$ cat config.mk
export PLATFORM = sky130hd
export DESIGN_NAME = hhi_ctrl
export DESIGN_NICKNAME = d
export VERILOG_FILES = /design/src/hw/rtl/hhi_pkg.sv /design/src/hw/rtl/hhi_ctrl.sv
export SDC_FILE = /design/constraint.sdc
export NUM_CORES = 1
export LEC_CHECK = 0
export BUFFER_PORTS_ARGS = -buffer_cell sky130_fd_sc_hd__buf_4
export CAP_MARGIN = 20
export CELL_PAD_IN_SITES_DETAIL_PLACEMENT = 1
export CELL_PAD_IN_SITES_GLOBAL_PLACEMENT = 2
export CORE_ASPECT_RATIO = 1.5
export CORE_MARGIN = 2
export CORE_UTILIZATION = 23
export DETAILED_ROUTE_END_ITERATION = 8
export PLACE_DENSITY = 0.93
export SLEW_MARGIN = 0
export SYNTH_ARGS = -nofsm -noshare
export SYNTH_HDL_FRONTEND = slang
export SYNTH_SLANG_ARGS = --single-unit
$ cat constraint.sdc
create_clock -name clk -period 2.7 [get_ports clk]
set_input_delay 0 -clock clk [delete_from_list [all_inputs] [get_ports clk]]
set_output_delay 0 -clock clk [all_outputs]
set_load 0.02 [all_outputs]
$ cat src/hw/rtl/hhi_pkg.sv
// shared constants, codes and controller/datapath interface types of the hopscotch index
package hhi_pkg;

  localparam int BUCKET_BITS = 10;
  localparam int HOP_RANGE   = 32;
  localparam int NUM_BUCKETS = 1 << BUCKET_BITS;
  localparam int STORE_SLOTS = NUM_BUCKETS + HOP_RANGE;
  localparam int ADDR_W      = $clog2(STORE_SLOTS);
  localparam int CNT_W       = $clog2(STORE_SLOTS + 1);
  localparam int IDX_W       = $clog2(HOP_RANGE + 1);
  localparam int DIST_W      = $clog2(HOP_RANGE);

  // slot layout
  localparam int SLOT_W    = 64;
  localparam int VALID_POS = 63;
  localparam int OFF_LSB   = 58;
  localparam int TAG_LSB   = 50;
  localparam int KV_LSB    = 34;
  localparam int OFF_W     = 5;
  localparam int TAG_W     = 8;
  localparam int KV_W      = 16;
  localparam int PBA_W     = 34;
  localparam int HASH_W    = 64;

  // operation codes
  localparam logic [1:0] OP_LOOKUP = 2'd0;
  localparam logic [1:0] OP_INSERT = 2'd1;
  localparam logic [1:0] OP_REMOVE = 2'd2;

  // status codes
  localparam logic [1:0] ST_OK        = 2'd0;
  localparam logic [1:0] ST_NOT_FOUND = 2'd1;
  localparam logic [1:0] ST_FULL      = 2'd2;

  typedef enum logic [3:0] {
    S_CLEAR, S_IDLE, S_DISPATCH, S_SCAN_RD, S_SCAN_CHK, S_HOLE_RD, S_HOLE_CHK,
    S_WIN, S_MV_RD, S_MV_CHK, S_MV_CLR, S_DONE
  } state_t;

  typedef enum logic [1:0] {ASEL_CLR, ASEL_IDX, ASEL_HOLE, ASEL_CAND} asel_t;
  typedef enum logic [1:0] {WSEL_ZERO, WSEL_MOVED, WSEL_NEW} wsel_t;

  typedef struct packed {
    logic       load_in;
    logic       idx_start;
    logic       idx_zero;
    logic       idx_inc;
    logic       hole_init;
    logic       hole_inc;
    logic       hole_to_cand;
    logic       dist_init;
    logic       dist_dec;
    logic       clr_inc;
    logic       rd_en;
    logic       wr_en;
    asel_t      asel;
    wsel_t      wsel;
    logic       res_set;
    logic [1:0] res_status;
    logic       res_use_slot;
    logic       out_load;
  } cmd_t;

  typedef struct packed {
    logic [1:0] op;
    logic       start_oob;
    logic       lk_match;
    logic       rm_match;
    logic       idx_last;
    logic       slot_valid;
    logic       hole_end;
    logic       in_window;
    logic       cand_below;
    logic       dist_zero;
    logic       move_ok;
    logic       clr_done;
    logic       out_busy;
  } stat_t;

endpackage

$ cat src/hw/rtl/hhi_ctrl.sv
// controller state machine sequencing lookup, insert, remove and the clearing pass
module hhi_ctrl import hhi_pkg::*; (
  input  logic  clk,
  input  logic  rst,
  input  logic  in_accept,
  input  stat_t stat,
  output logic  in_ready,
  output cmd_t  cmd
);

  state_t state, state_next;

  // state register
  always_ff @(posedge clk) begin
    if (rst) begin
      state <= S_CLEAR;
    end else begin
      state <= state_next;
    end
  end

  // next state and commands
  always_comb begin
    state_next = state;
    cmd        = '0;
    cmd.asel   = ASEL_IDX;
    cmd.wsel   = WSEL_ZERO;
    in_ready   = 1'b0;
    case (state)
      S_CLEAR: begin
        cmd.wr_en   = 1'b1;
        cmd.asel    = ASEL_CLR;
        cmd.clr_inc = 1'b1;
        if (stat.clr_done) begin
          state_next = S_IDLE;
        end
      end
      S_IDLE: begin
        in_ready = 1'b1;
        if (in_accept) begin
          cmd.load_in = 1'b1;
          state_next  = S_DISPATCH;
        end
      end
      S_DISPATCH: begin
        case (stat.op)
          OP_LOOKUP: begin
            if (stat.start_oob) begin
              cmd.res_set    = 1'b1;
              cmd.res_status = ST_NOT_FOUND;
              state_next     = S_DONE;
            end else begin
              cmd.idx_start = 1'b1;
              state_next    = S_SCAN_RD;
            end
          end
          OP_REMOVE: begin
            cmd.idx_zero = 1'b1;
            state_next   = S_SCAN_RD;
          end
          OP_INSERT: begin
            cmd.hole_init = 1'b1;
            state_next    = S_HOLE_RD;
          end
          default: begin
            cmd.res_set    = 1'b1;
            cmd.res_status = ST_NOT_FOUND;
            state_next     = S_DONE;
          end
        endcase
      end
      S_SCAN_RD: begin
        cmd.rd_en  = 1'b1;
        state_next = S_SCAN_CHK;
      end
      S_SCAN_CHK: begin
        if ((stat.op == OP_LOOKUP && stat.lk_match) ||
            (stat.op == OP_REMOVE && stat.rm_match)) begin
          cmd.res_set      = 1'b1;
          cmd.res_status   = ST_OK;
          cmd.res_use_slot = 1'b1;
          cmd.wr_en        = (stat.op == OP_REMOVE);
          state_next       = S_DONE;
        end else if (stat.idx_last) begin
          cmd.res_set    = 1'b1;
          cmd.res_status = ST_NOT_FOUND;
          state_next     = S_DONE;
        end else begin
          cmd.idx_inc = 1'b1;
          state_next  = S_SCAN_RD;
        end
      end
      S_HOLE_RD: begin
        cmd.asel = ASEL_HOLE;
        if (stat.hole_end) begin
          cmd.res_set    = 1'b1;
          cmd.res_status = ST_FULL;
          state_next     = S_DONE;
        end else begin
          cmd.rd_en  = 1'b1;
          state_next = S_HOLE_CHK;
        end
      end
      S_HOLE_CHK: begin
        if (stat.slot_valid) begin
          cmd.hole_inc = 1'b1;
          state_next   = S_HOLE_RD;
        end else begin
          state_next = S_WIN;
        end
      end
      S_WIN: begin
        cmd.asel = ASEL_HOLE;
        if (stat.in_window) begin
          cmd.wr_en      = 1'b1;
          cmd.wsel       = WSEL_NEW;
          cmd.res_set    = 1'b1;
          cmd.res_status = ST_OK;
          state_next     = S_DONE;
        end else begin
          cmd.dist_init = 1'b1;
          state_next    = S_MV_RD;
        end
      end
      S_MV_RD: begin
        cmd.asel = ASEL_CAND;
        if (stat.dist_zero || stat.cand_below) begin
          cmd.res_set    = 1'b1;
          cmd.res_status = ST_FULL;
          state_next     = S_DONE;
        end else begin
          cmd.rd_en  = 1'b1;
          state_next = S_MV_CHK;
        end
      end
      S_MV_CHK: begin
        cmd.asel = ASEL_HOLE;
        if (stat.move_ok) begin
          cmd.wr_en  = 1'b1;
          cmd.wsel   = WSEL_MOVED;
          state_next = S_MV_CLR;
        end else begin
          cmd.dist_dec = 1'b1;
          state_next   = S_MV_RD;
        end
      end
      S_MV_CLR: begin
        cmd.asel         = ASEL_CAND;
        cmd.wr_en        = 1'b1;
        cmd.hole_to_cand = 1'b1;
        state_next       = S_WIN;
      end
      S_DONE: begin
        if (!stat.out_busy) begin
          cmd.out_load = 1'b1;
          state_next   = S_IDLE;
        end
      end
      default: begin
        state_next = S_CLEAR;
      end
    endcase
  end

endmodule

==> metrics <==
max-slew violations 0; port bufs 38; Max-slew headroom 0.569; hold_buf cts 1; synthesized flop and latch total 4; Hold Slack 0.156 ns; DIE AREA 3530 um2; Final Util 0.361; Mapped Cells 109; CP Max Fanout 21; Initial DRC Count 15; pin count of the biggest net entering global routing 23; DRT Pass-1 Iters 3; Die Ht 71.8 um; crit start category register; Lkg Pwr 0.000497 uW; Mapped Area 704 um2; GR Util All Layers 0.150; core area 2910 um2; post-synth top area share 0.114; metal1 wirelength approximately 1 mm; most common cell after layout, fill and taps aside buf_4; antenna-violating nets left 0; max-cap viol count 0; run status complete, no violations; Placer Congestion 0.822; worst skew pair latency 0.22 ns; TritonCTS buffer count 3; largest cells by area after synthesis dfxtp_1 11%, a21oi_1 7.1%, ha_1 7.1%; clock root buffer clkbuf_8; Die X 49.2 um; Setup Viol. Count Final 0; CP Capture Type primary output; first-pass GRT wire length 4.22 mm; setup ws final 0.661 ns; metal2 WL 1.32 mm; ys async rst share 0; RSZ-0062 raised after global routing false; Area growth syn-to-layout 49.2%; CTS tree yes; layout net count around 170; Clock Sinks 4; critical path arrival 2.04 ns; post_cts resized 0; vias per inst between 5 and 6; Synth area leader dfxtp_1; num rows 24; sequential share of the synthesized area 0.114; total global routing overflow 0; kind of critical path register to primary output; I/O pin total 39; pre-CTS WS 0.879 ns; DR vias 943; # DRC 0; vias in the first global route 943; Largest register FFs 4; WL/cell about 14 um; peak supply drop approximately 0.33 mV; commonest cells after routing, fill and taps aside 38 x buf_4, 11 x nor2_1, 11 x nand2_1, 10 x a21oi_1, 8 x o21ai_0; CTS H-Tree Depth 1; Most flops, register state; initial antenna violation count 0; met3 WL 151 um; Syn Nets 130; top routing layer in use met4; Initial Util 0.242; most used flip-flop cell after synthesis dfxtp_1; Final Skew 0.00139 ns; type of the most critical hold path input pin to register; pwr dens between 600 and 700 nW/um2; crit share post-route 0.755; EDFF count, synth 0; Reg clk slew, reported paths about 0.030 ns; filler cell count 391; Req. time, crit path 2.70 ns; layout cells sized above 1 0.322; Routed WL 2.58 mm; post-CTS setup buffer count 0; syn avg cell area 6.46 um2; Ant. Diodes 0; Warnings, synthesis 0; Worst-Margin Slew 0.646 ns; f_max 490 MHz; Clock Path Buffers 2; Largest regs state x4; Final Hold Fails 0; Netlist cell types 36; HPWL Detailed 2.01 mm; crit path time final 2.04 ns; TNS Setup 0 ns
-- synthesized netlist by cell type, drive strengths merged, types with 2 or more instances --
cell	n
nand2b	4
and3	3
a21oi	10
dfxtp	4
o21ai	8
or4b	2
clkbuf	3
ha	4
nor2	11
inv	3
nor3	4
nor2b	7
or2	3
buf	5
nor4b	3
nand2	11
nand3	3
nor3b	3
a21o	2
-- metal layers --
metal,vias up,GRT usage
li1,464,-
met1,432,0.166
met2,36,0.267
met3,11,0.0229
met4,0,0.0889
met5,-,0
-- logic make-up (layout without fill, tap and decap cells) --
kind of cell | after synthesis | count (layout) | share of synthesized area
compound gates | 31 | 31 | 0.274
buf+inv | 11 | 45 | 0.0711
fa+ha+maj | 4 | 4 | 0.0711
simple gates | 59 | 59 | 0.471
flops | 4 | 4 | 0.114
-- power by group --
group | switching [uW] | leakage [uW] | internal (uW)
clock network | 33.6 | 0.0000216 | 95.3
logic | 232 | 0.000443 | 188
registers | 66.1 | 0.0000327 | 73.3
total | 331 | 0.000497 | 357
-- worst max-delay path, stage by stage (launching register included) --
cell	delay, ns
dfxtp_1	0.71
nor4b_1	0.56
and2b_1	0.23
nand2_1	0.06
o211ai_1	0.09
buf_4	0.17
-- cell type report --
type | count | area, um2 | share of cell area
clock buffer | 3 | 41.3 | 0.0393
inverter | 3 | 11.3 | 0.0107
multi-input combinational | 94 | 574 | 0.546
sequential | 4 | 80.1 | 0.0762
tap | 39 | 48.8 | 0.0464
timing repair buffer | 39 | 295 | 0.281
-- final timing paths --
kind / startpoint / endpoint / slack (ns) / depth (start not counted)
worst max-delay path: state[2]$_SDFFE_PP0P_ / cmd[9] / 0.66 / 5
worst min-delay path: in_accept / state[0]$_SDFFE_PP0P_ / 0.16 / 4
worst max register to register: state[1]$_SDFFE_PP0P_ / state[3]$_SDFFE_PP0P_ / 0.98 / 4
worst min register to register: state[2]$_SDFFE_PP0P_ / state[3]$_SDFFE_PP0P_ / 0.81 / 2
-- per-stage QoR --
stage          instances  power [uW]  cell area, um2
2_1_floorplan        109         405             704
3_3_place_gp         178         552            1000
3_5_place_dp         178         556            1000
4_1_cts              182         693            1050
5_1_grt              182         748            1050
6_report             182         688            1050
No activity file was read; power rests on OpenSTA's default activity.
